$ cat src/hw/rtl/tbva_pkg.sv
// tbva_pkg: shared constants, codes and types for the time-binned vector averager
// used by the channel interfaces, the serial divider and the top level
// no dependencies
package tbva_pkg;

    localparam int unsigned VALUE_WIDTH_DEF = 32;
    localparam int unsigned TIME_WIDTH_DEF  = 48;
    localparam int unsigned COUNT_WIDTH_DEF = 16;

    localparam int unsigned START_W    = 48;
    localparam int unsigned BINW_W     = 40;
    localparam int unsigned CFG_IDX_W  = 2;
    localparam int unsigned CFG_DATA_W = 48;

    localparam logic [CFG_IDX_W-1:0] CFG_START_TIME = CFG_IDX_W'(0);
    localparam logic [CFG_IDX_W-1:0] CFG_BIN_WIDTH  = CFG_IDX_W'(1);

    localparam logic [BINW_W-1:0] BIN_WIDTH_RST = BINW_W'(60000);

    // ms from the 1958 epoch to the 2000 epoch
    localparam logic [64:0] EPOCH_2000_MS = 65'd1325376000000;

    // channel lanes
    localparam int unsigned NUM_CH = 4;
    localparam logic [1:0] CH_TOTAL = 2'd0;
    localparam logic [1:0] CH_X     = 2'd1;
    localparam logic [1:0] CH_Y     = 2'd2;
    localparam logic [1:0] CH_Z     = 2'd3;

    typedef enum logic [2:0] {
        ST_IDLE,
        ST_EVAL,
        ST_EOF,
        ST_DIV_START,
        ST_DIV_WAIT,
        ST_STORE
    } t_state;

    typedef struct packed {
        logic busy;
        logic done;
    } t_div_sts;

endpackage

$ cat src/hw/rtl/tbva_in_if.sv
// tbva_in_if: sample channel with valid/ready handshake
// depends on tbva_pkg
interface tbva_in_if import tbva_pkg::*; #(
    parameter int unsigned VALUE_WIDTH = VALUE_WIDTH_DEF,
    parameter int unsigned TIME_WIDTH  = TIME_WIDTH_DEF
) ();
    logic                          valid;
    logic                          ready;
    logic        [TIME_WIDTH-1:0]  sample_time;
    logic signed [VALUE_WIDTH-1:0] mag_x;
    logic signed [VALUE_WIDTH-1:0] mag_y;
    logic signed [VALUE_WIDTH-1:0] mag_z;
    logic signed [VALUE_WIDTH-1:0] mag_total;
    logic                          end_of_file;

    modport source (
        output valid, sample_time, mag_x, mag_y, mag_z, mag_total, end_of_file,
        input  ready
    );
    modport sink (
        input  valid, sample_time, mag_x, mag_y, mag_z, mag_total, end_of_file,
        output ready
    );
endinterface

$ cat src/hw/rtl/tbva_out_if.sv
// tbva_out_if: result channel with valid/ready handshake
// depends on tbva_pkg
interface tbva_out_if import tbva_pkg::*; #(
    parameter int unsigned VALUE_WIDTH = VALUE_WIDTH_DEF,
    parameter int unsigned TIME_WIDTH  = TIME_WIDTH_DEF,
    parameter int unsigned COUNT_WIDTH = COUNT_WIDTH_DEF
) ();
    logic                          valid;
    logic                          ready;
    logic signed [TIME_WIDTH:0]    out_time;
    logic signed [VALUE_WIDTH-1:0] avg_total;
    logic signed [VALUE_WIDTH-1:0] avg_x;
    logic signed [VALUE_WIDTH-1:0] avg_y;
    logic signed [VALUE_WIDTH-1:0] avg_z;
    logic        [COUNT_WIDTH-1:0] sample_count;
    logic                          bin_overflow;
    logic                          last_result;

    modport source (
        output valid, out_time, avg_total, avg_x, avg_y, avg_z, sample_count,
               bin_overflow, last_result,
        input  ready
    );
    modport sink (
        input  valid, out_time, avg_total, avg_x, avg_y, avg_z, sample_count,
               bin_overflow, last_result,
        output ready
    );
endinterface

$ cat src/hw/rtl/tbva_cfg_if.sv
// tbva_cfg_if: register write channel with valid/ready handshake
// depends on tbva_pkg
interface tbva_cfg_if import tbva_pkg::*; ();
    logic                  valid;
    logic                  ready;
    logic [CFG_IDX_W-1:0]  idx;
    logic [CFG_DATA_W-1:0] data;

    modport source (output valid, idx, data, input ready);
    modport sink   (input valid, idx, data, output ready);
endinterface

$ cat src/hw/rtl/tbva_div.sv
// tbva_div: serial restoring divider, signed dividend by unsigned divisor,
// one quotient bit per cycle, quotient truncated toward zero; depends on tbva_pkg
module tbva_div import tbva_pkg::*; #(
    parameter int unsigned NUM_W = 48,
    parameter int unsigned DEN_W = 16,
    parameter int unsigned QUO_W = 32
) (
    input  logic                    i_clk,
    input  logic                    i_rst_n,
    input  logic                    i_start,
    input  logic signed [NUM_W-1:0] i_num,
    input  logic        [DEN_W-1:0] i_den,
    output logic signed [QUO_W-1:0] o_quo,
    output t_div_sts                o_sts
);
    localparam int unsigned STEP_W = $clog2(NUM_W + 1);

    logic              r_busy;
    logic              r_done;
    logic [STEP_W-1:0] r_step;
    logic              r_neg;
    logic [DEN_W-1:0]  r_den;
    logic [DEN_W-1:0]  r_rem;
    logic [NUM_W-1:0]  r_acc;

    logic [NUM_W-1:0]  w_num_u;
    logic [NUM_W-1:0]  w_mag;
    logic [DEN_W:0]    w_trial;
    logic [DEN_W:0]    w_diff;
    logic              w_ge;
    logic [NUM_W-1:0]  w_quo;

    assign w_num_u = $unsigned(i_num);
    assign w_mag   = i_num[NUM_W-1] ? (~w_num_u + NUM_W'(1)) : w_num_u;

    // shift the next dividend bit into the partial remainder
    assign w_trial = {r_rem, r_acc[NUM_W-1]};
    assign w_diff  = w_trial - {1'b0, r_den};
    assign w_ge    = (w_trial >= {1'b0, r_den});

    always_ff @(posedge i_clk) begin
        if (!i_rst_n) begin
            r_busy <= 1'b0;
            r_done <= 1'b0;
            r_step <= '0;
        end else begin
            r_done <= 1'b0;
            if (i_start) begin
                r_busy <= 1'b1;
                r_step <= STEP_W'(NUM_W);
            end else if (r_busy) begin
                r_step <= r_step - STEP_W'(1);
                if (r_step == STEP_W'(1)) begin
                    r_busy <= 1'b0;
                    r_done <= 1'b1;
                end
            end
        end
    end

    always_ff @(posedge i_clk) begin
        if (i_start) begin
            r_acc <= w_mag;
            r_neg <= i_num[NUM_W-1];
            r_den <= i_den;
            r_rem <= '0;
        end else if (r_busy) begin
            r_acc <= {r_acc[NUM_W-2:0], w_ge};
            r_rem <= w_ge ? w_diff[DEN_W-1:0] : w_trial[DEN_W-1:0];
        end
    end

    assign w_quo      = r_neg ? (~r_acc + NUM_W'(1)) : r_acc;
    assign o_quo      = $signed(w_quo[QUO_W-1:0]);
    assign o_sts.busy = r_busy;
    assign o_sts.done = r_done;

endmodule

$ cat src/hw/rtl/time_binned_vector_averager.sv
// time_binned_vector_averager: top level of the time-binned four-channel averager
// depends on tbva_pkg, tbva_in_if, tbva_out_if, tbva_cfg_if and tbva_div
//
// usage
//   i_smp carries one timestamped sample per transaction (time in ms, four signed
//   Q23.8 channels, end-of-file flag); o_res carries one bin average per
//   transaction; i_cfg writes start_time (index 0) and bin_width (index 1), taken
//   at any cycle but meant only while the block is idle
// sample handling
//   a sample that lands inside the open bin passes through accept, evaluate and
//   end-of-file check; a sample that emits a bin also runs one serial divider
//   over the four channel sums in turn, one quotient bit a cycle, before the
//   result is stored; a sample that closes a bin and also flushes runs the
//   divider over all four sums twice
//   i_smp.ready is high only in the idle state, one sample at a time
// reset
//   synchronous active-low; bin empty, start_time 0, bin_width 60000, reference
//   time 0, result register empty
// receiver stall
//   results sit in an output register; the next sample is accepted while a
//   result waits, and the sequencer only holds when a second result is ready to
//   be stored before the first has been taken
module time_binned_vector_averager import tbva_pkg::*; #(
    parameter int unsigned VALUE_WIDTH = VALUE_WIDTH_DEF,
    parameter int unsigned TIME_WIDTH  = TIME_WIDTH_DEF,
    parameter int unsigned COUNT_WIDTH = COUNT_WIDTH_DEF
) (
    input  logic        i_clk,
    input  logic        i_rst_n,
    tbva_in_if.sink     i_smp,
    tbva_cfg_if.sink    i_cfg,
    tbva_out_if.source  o_res
);
    // sums of up to 2^COUNT_WIDTH-1 values never leave this width
    localparam int unsigned SUM_W = VALUE_WIDTH + COUNT_WIDTH;
    localparam int unsigned CMP_W = (TIME_WIDTH > BINW_W) ? TIME_WIDTH : BINW_W;

    typedef struct packed {
        logic in_ready;
        logic acc_add;     // add the sample into the open bin
        logic set_ovf;     // bin full, drop the sample
        logic open_bin;    // start a new bin from the sample
        logic clear_bin;   // empty the bin and reload the reference
        logic close_set;   // the pending emission closes a bin
        logic close_clr;   // the pending emission is a flush
        logic div_start;
        logic q_we;
        logic out_load;
    } t_ctl;

    t_state r_state;
    t_state n_state;
    t_ctl   ctl;

    // configuration
    logic [START_W-1:0]    r_start;
    logic [BINW_W-1:0]     r_binw;

    // bin state
    logic signed [SUM_W-1:0] r_sum [NUM_CH];
    logic [COUNT_WIDTH-1:0]  r_count;
    logic [TIME_WIDTH-1:0]   r_ref;
    logic                    r_ovf;

    // captured sample
    logic [TIME_WIDTH-1:0]         r_t;
    logic signed [VALUE_WIDTH-1:0] r_v [NUM_CH];
    logic                          r_eof;
    logic [TIME_WIDTH:0]           r_out_time;
    logic                          r_closing;

    // divider sequencing
    logic [1:0]                    r_chan;
    logic signed [VALUE_WIDTH-1:0] r_q [NUM_CH];

    // result register
    logic                          r_o_valid;
    logic [TIME_WIDTH:0]           r_o_time;
    logic signed [VALUE_WIDTH-1:0] r_o_avg [NUM_CH];
    logic [COUNT_WIDTH-1:0]        r_o_count;
    logic                          r_o_ovf;
    logic                          r_o_last;

    logic [TIME_WIDTH-1:0]         w_diff;
    logic                          w_inside;
    logic                          w_full;
    logic                          w_nonempty;
    logic                          w_out_free;
    logic signed [VALUE_WIDTH-1:0] w_quo;
    t_div_sts                      w_div_sts;

    // bin membership: earlier than the reference, or less than bin_width after it
    assign w_diff     = r_t - r_ref;
    assign w_inside   = (r_t < r_ref) || (CMP_W'(w_diff) < CMP_W'(r_binw));
    assign w_full     = (r_count == '1);
    assign w_nonempty = (r_count != '0);
    assign w_out_free = !r_o_valid || o_res.ready;

    // shared divider, one channel sum at a time
    tbva_div #(
        .NUM_W (SUM_W),
        .DEN_W (COUNT_WIDTH),
        .QUO_W (VALUE_WIDTH)
    ) u_div (
        .i_clk   (i_clk),
        .i_rst_n (i_rst_n),
        .i_start (ctl.div_start),
        .i_num   (r_sum[r_chan]),
        .i_den   (r_count),
        .o_quo   (w_quo),
        .o_sts   (w_div_sts)
    );

    // next state
    always_comb begin
        n_state = r_state;
        unique case (r_state)
            ST_IDLE: begin
                if (i_smp.valid) n_state = ST_EVAL;
            end
            ST_EVAL: begin
                if (!w_inside && w_nonempty) n_state = ST_DIV_START;
                else                          n_state = ST_EOF;
            end
            ST_EOF: begin
                if (r_eof && w_nonempty) n_state = ST_DIV_START;
                else                     n_state = ST_IDLE;
            end
            ST_DIV_START: begin
                n_state = ST_DIV_WAIT;
            end
            ST_DIV_WAIT: begin
                if (w_div_sts.done) begin
                    n_state = (r_chan == CH_Z) ? ST_STORE : ST_DIV_START;
                end
            end
            ST_STORE: begin
                if (w_out_free) n_state = r_closing ? ST_EOF : ST_IDLE;
            end
            default: n_state = ST_IDLE;
        endcase
    end

    // sequencer outputs
    always_comb begin
        ctl = '0;
        unique case (r_state)
            ST_IDLE: begin
                ctl.in_ready = 1'b1;
            end
            ST_EVAL: begin
                ctl.acc_add   = w_inside && !w_full;
                ctl.set_ovf   = w_inside && w_full;
                ctl.open_bin  = !w_inside && !w_nonempty;
                ctl.close_set = !w_inside && w_nonempty;
            end
            ST_EOF: begin
                ctl.close_clr = r_eof && w_nonempty;
                ctl.clear_bin = r_eof && !w_nonempty;
            end
            ST_DIV_START: begin
                ctl.div_start = 1'b1;
            end
            ST_DIV_WAIT: begin
                ctl.q_we = w_div_sts.done;
            end
            ST_STORE: begin
                ctl.out_load  = w_out_free;
                ctl.open_bin  = w_out_free && r_closing;
                ctl.clear_bin = w_out_free && !r_closing;
            end
            default: ctl = '0;
        endcase
    end

    // control registers
    always_ff @(posedge i_clk) begin
        if (!i_rst_n) begin
            r_state   <= ST_IDLE;
            r_chan    <= '0;
            r_o_valid <= 1'b0;
            r_count   <= '0;
            r_ovf     <= 1'b0;
            r_start   <= '0;
            r_binw    <= BIN_WIDTH_RST;
            r_ref     <= '0;
            r_closing <= 1'b0;
        end else begin
            r_state <= n_state;

            if (ctl.q_we) r_chan <= r_chan + 2'd1;

            if (ctl.out_load)       r_o_valid <= 1'b1;
            else if (o_res.ready)   r_o_valid <= 1'b0;

            if (ctl.close_set)      r_closing <= 1'b1;
            else if (ctl.close_clr) r_closing <= 1'b0;

            if (ctl.acc_add) r_count <= r_count + COUNT_WIDTH'(1);
            if (ctl.set_ovf) r_ovf   <= 1'b1;
            if (ctl.open_bin) begin
                r_count <= COUNT_WIDTH'(1);
                r_ovf   <= 1'b0;
                r_ref   <= r_t;
            end
            if (ctl.clear_bin) begin
                r_count <= '0;
                r_ovf   <= 1'b0;
                r_ref   <= TIME_WIDTH'(r_start);
            end

            // register writes: the user is to write only while idle; the block itself does not enforce it
            if (i_cfg.valid) begin
                unique case (i_cfg.idx)
                    CFG_START_TIME: begin
                        r_start <= i_cfg.data[START_W-1:0];
                        if (!w_nonempty) r_ref <= TIME_WIDTH'(i_cfg.data[START_W-1:0]);
                    end
                    CFG_BIN_WIDTH: begin
                        r_binw <= i_cfg.data[BINW_W-1:0];
                    end
                    default: begin
                    end
                endcase
            end
        end
    end

    // payload registers
    always_ff @(posedge i_clk) begin
        if (ctl.in_ready && i_smp.valid) begin
            r_t          <= i_smp.sample_time;
            r_v[CH_TOTAL] <= i_smp.mag_total;
            r_v[CH_X]    <= i_smp.mag_x;
            r_v[CH_Y]    <= i_smp.mag_y;
            r_v[CH_Z]    <= i_smp.mag_z;
            r_eof        <= i_smp.end_of_file;
            r_out_time   <= {1'b0, i_smp.sample_time} - EPOCH_2000_MS[TIME_WIDTH:0];
        end

        // the first sample after reset may add into an empty bin, so the sums start at zero
        if (!i_rst_n) begin
            for (int c = 0; c < NUM_CH; c++) r_sum[c] <= '0;
        end else begin
            for (int c = 0; c < NUM_CH; c++) begin
                if (ctl.acc_add)   r_sum[c] <= r_sum[c] + SUM_W'(r_v[c]);
                if (ctl.open_bin)  r_sum[c] <= SUM_W'(r_v[c]);
                if (ctl.clear_bin) r_sum[c] <= '0;
            end
        end

        if (ctl.q_we) r_q[r_chan] <= w_quo;

        if (ctl.out_load) begin
            r_o_time  <= r_out_time;
            r_o_avg   <= r_q;
            r_o_count <= r_count;
            r_o_ovf   <= r_ovf;
            // a closing result is followed by a flush when the sample ends the file
            r_o_last  <= !(r_closing && r_eof);
        end
    end

    // ports
    assign i_smp.ready        = ctl.in_ready;
    assign i_cfg.ready        = 1'b1;
    assign o_res.valid        = r_o_valid;
    assign o_res.out_time     = $signed(r_o_time);
    assign o_res.avg_total    = r_o_avg[CH_TOTAL];
    assign o_res.avg_x        = r_o_avg[CH_X];
    assign o_res.avg_y        = r_o_avg[CH_Y];
    assign o_res.avg_z        = r_o_avg[CH_Z];
    assign o_res.sample_count = r_o_count;
    assign o_res.bin_overflow = r_o_ovf;
    assign o_res.last_result  = r_o_last;

    // a result must never overwrite one that has not been taken
    a_no_overwrite: assert property (@(posedge i_clk) disable iff (!i_rst_n)
        ctl.out_load |-> (!r_o_valid || o_res.ready))
        else $error("result register overwritten");

    // the divider is never restarted mid-division, and never divides by zero
    a_div_idle: assert property (@(posedge i_clk) disable iff (!i_rst_n)
        ctl.div_start |-> (!w_div_sts.busy && r_count != '0))
        else $error("bad divider start");

    // a reported overflow implies the bin was full
    a_ovf_full: assert property (@(posedge i_clk) disable iff (!i_rst_n)
        (r_o_valid && r_o_ovf) |-> (r_o_count == '1))
        else $error("overflow flagged on a bin that was not full");

    // an accepted sample is evaluated in the next cycle
    a_accept_eval: assert property (@(posedge i_clk) disable iff (!i_rst_n)
        (i_smp.valid && i_smp.ready) |=> (r_state == ST_EVAL))
        else $error("accepted sample not evaluated");

    // all four channels are divided before a result is stored
    a_chan_wrap: assert property (@(posedge i_clk) disable iff (!i_rst_n)
        (r_state == ST_STORE) |-> (r_chan == CH_TOTAL))
        else $error("channel sequence out of step");

endmodule
$ cat src/flat_wrapper.sv
// flat-port wrapper written by rule: the top's interface ports become plain ports
module time_binned_vector_averager_flat import tbva_pkg::*;
#(
    parameter int unsigned VALUE_WIDTH = VALUE_WIDTH_DEF,
    parameter int unsigned TIME_WIDTH  = TIME_WIDTH_DEF,
    parameter int unsigned COUNT_WIDTH = COUNT_WIDTH_DEF
)
  (i_clk, i_rst_n, i_smp_valid, i_smp_sample_time, i_smp_mag_x, i_smp_mag_y, i_smp_mag_z, i_smp_mag_total, i_smp_end_of_file, i_smp_ready, i_cfg_valid, i_cfg_idx, i_cfg_data, i_cfg_ready, o_res_valid, o_res_out_time, o_res_avg_total, o_res_avg_x, o_res_avg_y, o_res_avg_z, o_res_sample_count, o_res_bin_overflow, o_res_last_result, o_res_ready);
  tbva_in_if #(.VALUE_WIDTH(VALUE_WIDTH), .TIME_WIDTH(TIME_WIDTH)) i_smp_i ();
  tbva_cfg_if i_cfg_i ();
  tbva_out_if #(.VALUE_WIDTH(VALUE_WIDTH), .TIME_WIDTH(TIME_WIDTH), .COUNT_WIDTH(COUNT_WIDTH)) o_res_i ();
  input  logic i_clk;
  input  logic i_rst_n;
  input wire logic [$bits(i_smp_i.valid)-1:0] i_smp_valid;
  input wire logic [$bits(i_smp_i.sample_time)-1:0] i_smp_sample_time;
  input wire logic [$bits(i_smp_i.mag_x)-1:0] i_smp_mag_x;
  input wire logic [$bits(i_smp_i.mag_y)-1:0] i_smp_mag_y;
  input wire logic [$bits(i_smp_i.mag_z)-1:0] i_smp_mag_z;
  input wire logic [$bits(i_smp_i.mag_total)-1:0] i_smp_mag_total;
  input wire logic [$bits(i_smp_i.end_of_file)-1:0] i_smp_end_of_file;
  output wire logic [$bits(i_smp_i.ready)-1:0] i_smp_ready;
  input wire logic [$bits(i_cfg_i.valid)-1:0] i_cfg_valid;
  input wire logic [$bits(i_cfg_i.idx)-1:0] i_cfg_idx;
  input wire logic [$bits(i_cfg_i.data)-1:0] i_cfg_data;
  output wire logic [$bits(i_cfg_i.ready)-1:0] i_cfg_ready;
  output wire logic [$bits(o_res_i.valid)-1:0] o_res_valid;
  output wire logic [$bits(o_res_i.out_time)-1:0] o_res_out_time;
  output wire logic [$bits(o_res_i.avg_total)-1:0] o_res_avg_total;
  output wire logic [$bits(o_res_i.avg_x)-1:0] o_res_avg_x;
  output wire logic [$bits(o_res_i.avg_y)-1:0] o_res_avg_y;
  output wire logic [$bits(o_res_i.avg_z)-1:0] o_res_avg_z;
  output wire logic [$bits(o_res_i.sample_count)-1:0] o_res_sample_count;
  output wire logic [$bits(o_res_i.bin_overflow)-1:0] o_res_bin_overflow;
  output wire logic [$bits(o_res_i.last_result)-1:0] o_res_last_result;
  input wire logic [$bits(o_res_i.ready)-1:0] o_res_ready;
  assign i_smp_i.valid = i_smp_valid;
  assign i_smp_i.sample_time = i_smp_sample_time;
  assign i_smp_i.mag_x = i_smp_mag_x;
  assign i_smp_i.mag_y = i_smp_mag_y;
  assign i_smp_i.mag_z = i_smp_mag_z;
  assign i_smp_i.mag_total = i_smp_mag_total;
  assign i_smp_i.end_of_file = i_smp_end_of_file;
  assign i_smp_ready = i_smp_i.ready;
  assign i_cfg_i.valid = i_cfg_valid;
  assign i_cfg_i.idx = i_cfg_idx;
  assign i_cfg_i.data = i_cfg_data;
  assign i_cfg_ready = i_cfg_i.ready;
  assign o_res_valid = o_res_i.valid;
  assign o_res_out_time = o_res_i.out_time;
  assign o_res_avg_total = o_res_i.avg_total;
  assign o_res_avg_x = o_res_i.avg_x;
  assign o_res_avg_y = o_res_i.avg_y;
  assign o_res_avg_z = o_res_i.avg_z;
  assign o_res_sample_count = o_res_i.sample_count;
  assign o_res_bin_overflow = o_res_i.bin_overflow;
  assign o_res_last_result = o_res_i.last_result;
  assign o_res_i.ready = o_res_ready;
  time_binned_vector_averager #(.VALUE_WIDTH(VALUE_WIDTH), .TIME_WIDTH(TIME_WIDTH), .COUNT_WIDTH(COUNT_WIDTH)) u_core (.i_clk(i_clk), .i_rst_n(i_rst_n), .i_smp(i_smp_i), .i_cfg(i_cfg_i), .o_res(o_res_i));
endmodule
$ cat config.mk
export PLATFORM = sky130hd
export DESIGN_NAME = time_binned_vector_averager_flat
export DESIGN_NICKNAME = d
export VERILOG_FILES = /design/src/hw/rtl/tbva_pkg.sv /design/src/hw/rtl/tbva_in_if.sv /design/src/hw/rtl/tbva_out_if.sv /design/src/hw/rtl/tbva_cfg_if.sv /design/src/hw/rtl/tbva_div.sv /design/src/hw/rtl/time_binned_vector_averager.sv /design/src/flat_wrapper.sv
export SDC_FILE = /design/constraint.sdc
export NUM_CORES = 2
export LEC_CHECK = 0
export BUFFER_PORTS_ARGS = -buffer_cell sky130_fd_sc_hd__buf_4
export CAP_MARGIN = 5
export CORE_ASPECT_RATIO = 0.9
export CORE_MARGIN = 3
export CORE_UTILIZATION = 30
export CTS_CLUSTER_DIAMETER = 60
export DETAILED_ROUTE_END_ITERATION = 10
export GPL_TIMING_DRIVEN = 0
export HOLD_SLACK_MARGIN = 0.1
export PLACE_DENSITY = 0.5
export SLEW_MARGIN = 40
export SYNTH_ARGS = -nofsm -noshare
export SYNTH_HDL_FRONTEND = slang
export SYNTH_SLANG_ARGS = --single-unit
$ cat constraint.sdc
create_clock -name i_clk -period 15.65 [get_ports i_clk]
set_clock_uncertainty 0.15 [all_clocks]
set_input_delay 0 -clock i_clk [delete_from_list [all_inputs] [get_ports i_clk]]
set_output_delay 0 -clock i_clk [all_outputs]
set_load 0.05 [all_outputs]
Word-level counts from Yosys, hierarchy flattened
Memories as Yosys holds them, arrays and structs flattened. A register that Yosys moved wholly into a read port is not among the register bits.
Cells that the tools add are included.

storage, ports and cells
  flip-flop bits (word level) = 670
  input port bits = 232
  output and inout port bits = 198
  memories kept = 2
  memory bits (writable) = 320

operators by class
  reduce and logical (&&, ||, !) cells = 33
  bitwise logic cells = 17
  eq/ne operators = 12
  magnitude comparators = 5
  $add $sub $neg = 12
  mux-type cells = 68

memories
  memory        depth  bits a word  read ports  clocked after Yosys merged registers in  wr ports  RTL line                           RTL
  u_core.r_sum  4      48           5           1                                        4         time_binned_vector_averager.sv:60  logic signed [SUM_W-1:0] r_sum [NUM_CH];
  u_core.r_v    4      32           4           0                                        4         time_binned_vector_averager.sv:67  logic signed [VALUE_WIDTH-1:0] r_v [NUM_CH];

operators by type and width
  kind                                                  count
  2-to-1 mux 48 bit                                     20
  adder 48 x 32 -> 48 bit                               4
  bitwise mux 128 bit                                   1
  demux 32 bit (select 2 bit)                           1
  2-to-1 mux 32 bit                                     2
  subtractor 48 x 41 -> 49 bit (second input constant)  1
  adder 48 x 1 -> 48 bit (second input constant)        1
  less-than comparator 48 x 40 -> 1 bit                 1
  less-than comparator 48 bit                           1
  inverter 48 bit                                       1
  subtractor 48 bit                                     1
  adder 32 x 1 -> 32 bit (second input constant)        1
  inverter 32 bit                                       1
  2-to-1 mux 1 bit                                      29
  case mux 3 bit (6 select lines)                       1
  >= comparator 17 x 16 -> 1 bit                        1
  adder 16 x 1 -> 16 bit (second input constant)        1
  equality test 16 bit (second input constant)          1
  2-to-1 mux 16 bit                                     1
  nonzero test 16 bit                                   1
  subtractor 16 bit                                     1
  2-to-1 mux 3 bit                                      4
  2-to-1 mux 6 bit                                      2
  bitwise OR 1 bit                                      12
  other kinds (26)                                      57

Logic depth before layout (Yosys ltp)
  word-level depth = 11
  mapped depth = 30
  gate-level depth less buffers = 26

Hierarchy
From an unflattened synthesis, not the netlist that was laid out.

second synthesis, totals
  cell total of the unflattened synthesis = 4731
  area total of the unflattened synthesis = 52141.3 um2

modules (own cells, without submodules)
  module                       times used  area each (um2)  sequential area each (um2)  cells an instance
  time_binned_vector_averager  1           45880.3          25134.1                     4021
  tbva_div                     1           6261.0           2432.3                      710

Least setup slack after synthesis
Ideal clock, no wire load.

  path kind = reg2reg
  start = register u_core.r_o_valid (netlist: u_core.o_res.valid)
  end = memory u_core.r_sum[0][0] (netlist name), enable pin
  arrival time = 13.467 ns
  cell stages (with the launch flop) = 7
  data required time = 14.989 ns
  setup slack = 1.522 ns
  cell sequence = dfxtp_1 > nor2b_1 > nor2_1 > a22o_1 > buf_2 > clkbuf_1 > or3_1

RTL lines
  item                    RTL line                            RTL
  from (decl)             time_binned_vector_averager.sv:77   logic r_o_valid;
  from (signal assigned)  time_binned_vector_averager.sv:181  r_o_valid <= 1'b0;
  from (signal assigned)  time_binned_vector_averager.sv:193  if (ctl.out_load) r_o_valid <= 1'b1;
  from (signal assigned)  time_binned_vector_averager.sv:194  else if (o_res.ready) r_o_valid <= 1'b0;
  to (decl)               time_binned_vector_averager.sv:60

==> run_results.csv <==
group,metric,value,unit
detailed_routing,viasPerCell,5.07,
synthesis,synth_edf_count,794,
synthesis,yosysMostFrequentCell,"edfxtp_1",
die,dieArea,177000,sq um
placed_design,routabilityCongestion,0.889,
synthesis,synth_top_area_share,46.2,%
clock_tree,clockRootBuffer,"clkbuf_16",
detailed_routing,firstDrtPassIters,5,
synthesis,syn_inst,4612,
sta,period_minus_slack,9.35,ns
clock_tree,insertion_delay,0.78,ns
detailed_routing,drc,0,
finish,fin_nets,6211,
critical_path,reg2reg_from,"u_core.r_t[4]",
die,chipWidth,443,microns
hold_path,hold_class,"in2reg",
synthesis,synth_ff_type,"edfxtp_1",
die,rows,143,
critical_path,ff2ff_setup_slack,6.30,ns
critical_path,crit_fanout,40,
outcome,status,"complete, no violations",
synthesis,syn_area_per_cell,11.2,sq um
clock_tree,cts-buffers-inserted,120,
global_route,antenna_found_initial,6,
detailed_routing,drt-total-wl,168000,microns
critical_path,critPathArrivalTime,9.61,ns
detailed_routing,dr.first_iter.drc_count,3354,
sta,hold_slack,0.188,ns
power,p_per_area,128,nW/um^2
placed_design,dp_hpwl,127000,microns
die,dieHeight,400,microns
sta,setup_violations,0,
critical_path,crit_path_end_kind,"flip-flop",
sta,max-slew-margin-rel,41.9,%
clock_tree,cts_max_level,3,
synthesis,synth_seq_cells,980,
global_route,grt_start_max_net_pins,48,
synthesis,synth_cell_types,84,
synthesis,synth_top_area_cell,"edfxtp_1",
clock_tree,cts.sinks,980,
die,core_area,170000,sq um
sta,finalHoldViolCount,0,
synthesis,yosysWarnings,0,
clock_tree,cts_tree,"done",
global_route,grt_pass1_wl,250000,microns
power,leakage,25.5,nW
sta,setup-tns-final,0,ns
die,initial_utilization,30.4,%
hold_path,hold_end,"u_core.r_out_time[28]",
critical_path,slowest_delay,0.73,ns
critical_path,reg2reg_depth,26,
global_route,grt.total_usage,18.4,%
flow_run,drv_cap,0,
critical_path,path_class,"reg2reg",
critical_path,rr_endpoint,"u_core.r_sum[2][27]",
global_route,grt_overflow,0,
sta,max_freq,107,MHz
sta,drv_slew,0,
finish,area_growth,30.1,%
sta,tightest_slew,0.871,ns
detailed_routing,wl_per_cell,20.9,microns
die,io_pins,430,
critical_path,critical_path_required,15.91,ns
detailed_routing,ant_nets,0,
hold_path,holdPathStages,4,
hold_path,hold_path_startpoint,"i_smp_sample_time[27]",
sta,grt_setup_unrepaired,"false",
global_route,grt_pass1_vias,39300,
power,peakVddDrop,0.0000912,V
placed_design,io_buffers,427,
critical_path,crit_path_start_kind,"flip-flop",
synthesis,synthTopCellsByArea,"edfxtp_1 (46%), ha_1 (7.3%), dfxtp_1 (7.2%), xnor2_1 (3.7%), a21oi_1 (3.4%)",
critical_path,critPathSlowestCell,"nor4_1",
clock_tree,clock_path_buffers,3,
synthesis,ys_seq_area_share,53.4,%
synthesis,async_reset_ff_share,0,%
finish,layout-drive-gt1-share,13.6,%
detailed_routing,via_count,40700,
clock_tree,clk_pin_slew,0.06,ns
sta,timing.final.crit_share,59.8,%
synthesis,mappedNetlistArea,51700,sq um
synthesis,synthTopCellsByCount,"edfxtp_1 (794), nand2_1 (435), a21oi_1 (353)",
synthesis,syn_nets,5152,
-- stage by stage --
stage | instances | area (sq um) | total power (W) | util (%) | worst slack, ns
finish | 8026 | 67200 | 0.00861 | 39.5 | 6.30
global route | 8022 | 67200 | 0.00909 | 39.5 | 5.81
CTS | 8022 | 67200 | 0.00867 | 39.5 | 6.41
detailed placement | 7318 | 58400 | 0.00571 | 34.4 | 6.49
global placement | 7286 | 57700 | 0.00571 | 33.9 | -7.02
floorplan | 4612 | 51700 | 0.00500 | - | 1.52
-- worst max-delay path by stage --
stage / startpoint / to / slack (ns)
floorplan: u_core.o_res.valid / u_core.r_sum[0][0] / 1.52
global placement: u_core.r_state[2] / u_core.r_sum[2][2] / -7.02
detailed placement: u_core.r_t[3] / u_core.r_sum[2][1] / 6.49
CTS: u_core.r_t[2] / u_core.r_sum[2][26] / 6.41
global route: u_core.r_t[3] / u_core.r_sum[2][27] / 5.81
finish: u_core.r_t[4] / u_core.r_sum[2][27] / 6.30
-- worst max-delay path: cells and delay by family, from the launching register on --
family / cells / cell delay (ns)
AO/OA/AOI/OAI: 11 / 3.67
AND/OR/NAND/NOR: 7 / 2.05
buffers and inverters: 5 / 1.75
adder cells (fa/ha/maj): 2 / 0.69
flip-flops: 1 / 0.45
XOR/XNOR: 1 / 0.15
-- per-layer routing --
layer	vias up	GRT usage (%)	part of all wire, %	routed length [microns]
met1	19900	26.1	47	78200
met3	185	2.30	4.9	8170
met2	1112	30.1	47	78100
met5	-	0	0	0
li1	19500	-	-	-
met4	0	3.91	1.9	3240
-- cell usage in the layout, fill, tap and decap left out, drive strengths merged, types with 30 or more instances in the layout --
master and instances:
a211oi 81, a21o 130, a21oi 353, a22o 112
and3 34, buf 500, clkbuf 302, clkinv 47
dfxtp 186, dlygate4sd3 478, edfxtp 794, ha 302
inv 218, mux2i 62, mux4 47, nand2 435
nand2b 52, nand3 67, nand4 55, nor2 229
nor3 99, o211ai 30, o21a 47, o21ai 347
o21bai 42, o31ai 30, xnor2 221, xor2 117
-- layout make-up --
class,instances,area (sq um)
plain buffers,198,851
well taps,2247,2810
inverters,197,743
diodes,4,10.0
multi-input cells,3237,22600
flip-flops and latches,980,27600
clock buffers,145,3160
fillers,16500,103000
clock inverters,81,856
repair buffers,937,8630
-- timing repair --
item,4_1_cts,5_1_grt
hold buffers,478,0
buffers inserted,0,0
hold endpoints to repair,655,0
endpoints found under the setup margin,0,0
resized for setup,0,0
-- registers in the layout, indices dropped and copies added, names as in the netlist, 2 cells and up, named ones only --
signal	count
u_core.o_res.out_time	49
u_core.o_res.avg_x	32
u_core.o_res.avg_z	32
u_core.r_t	48
u_core.o_res.avg_total	32
u_core.u_div.r_step	6
u_core.r_state	3
u_core.r_sum	192
u_core.r_q	128
u_core.r_ref	48
u_core.r_start	48
u_core.u_div.r_acc	48
u_core.r_binw	40
u_core.u_div.r_rem	16
u_core.r_out_time	37
u_core.o_res.avg_y	32
u_core.o_res.sample_count	16
u_core.r_v	128
u_core.r_chan	2
u_core.r_count	16
u_core.u_div.r_den	16
-- power breakdown --
group / switching [W] / internal (W)
Clock: 0.00120 / 0.00162
Sequential: 0.000213 / 0.00309
Combinational: 0.00143 / 0.00106
Total: 0.00284 / 0.00577
-- kinds of logic after synthesis --
family                   count (synthesis)  synth area share (%)
AO/OA/AOI/OAI                         1327                  16.4
AND/OR/NAND/NOR                       1149                  10.5
flip-flops                             980                  53.4
buffers and inverters                  395                  3.05
XOR/XNOR                               338                  5.73
adder cells (fa/ha/maj)                308                  7.55
multiplexers                           114                  3.36
other                                    1               0.00726
Note: power is estimated with default switching activity, not from simulation.
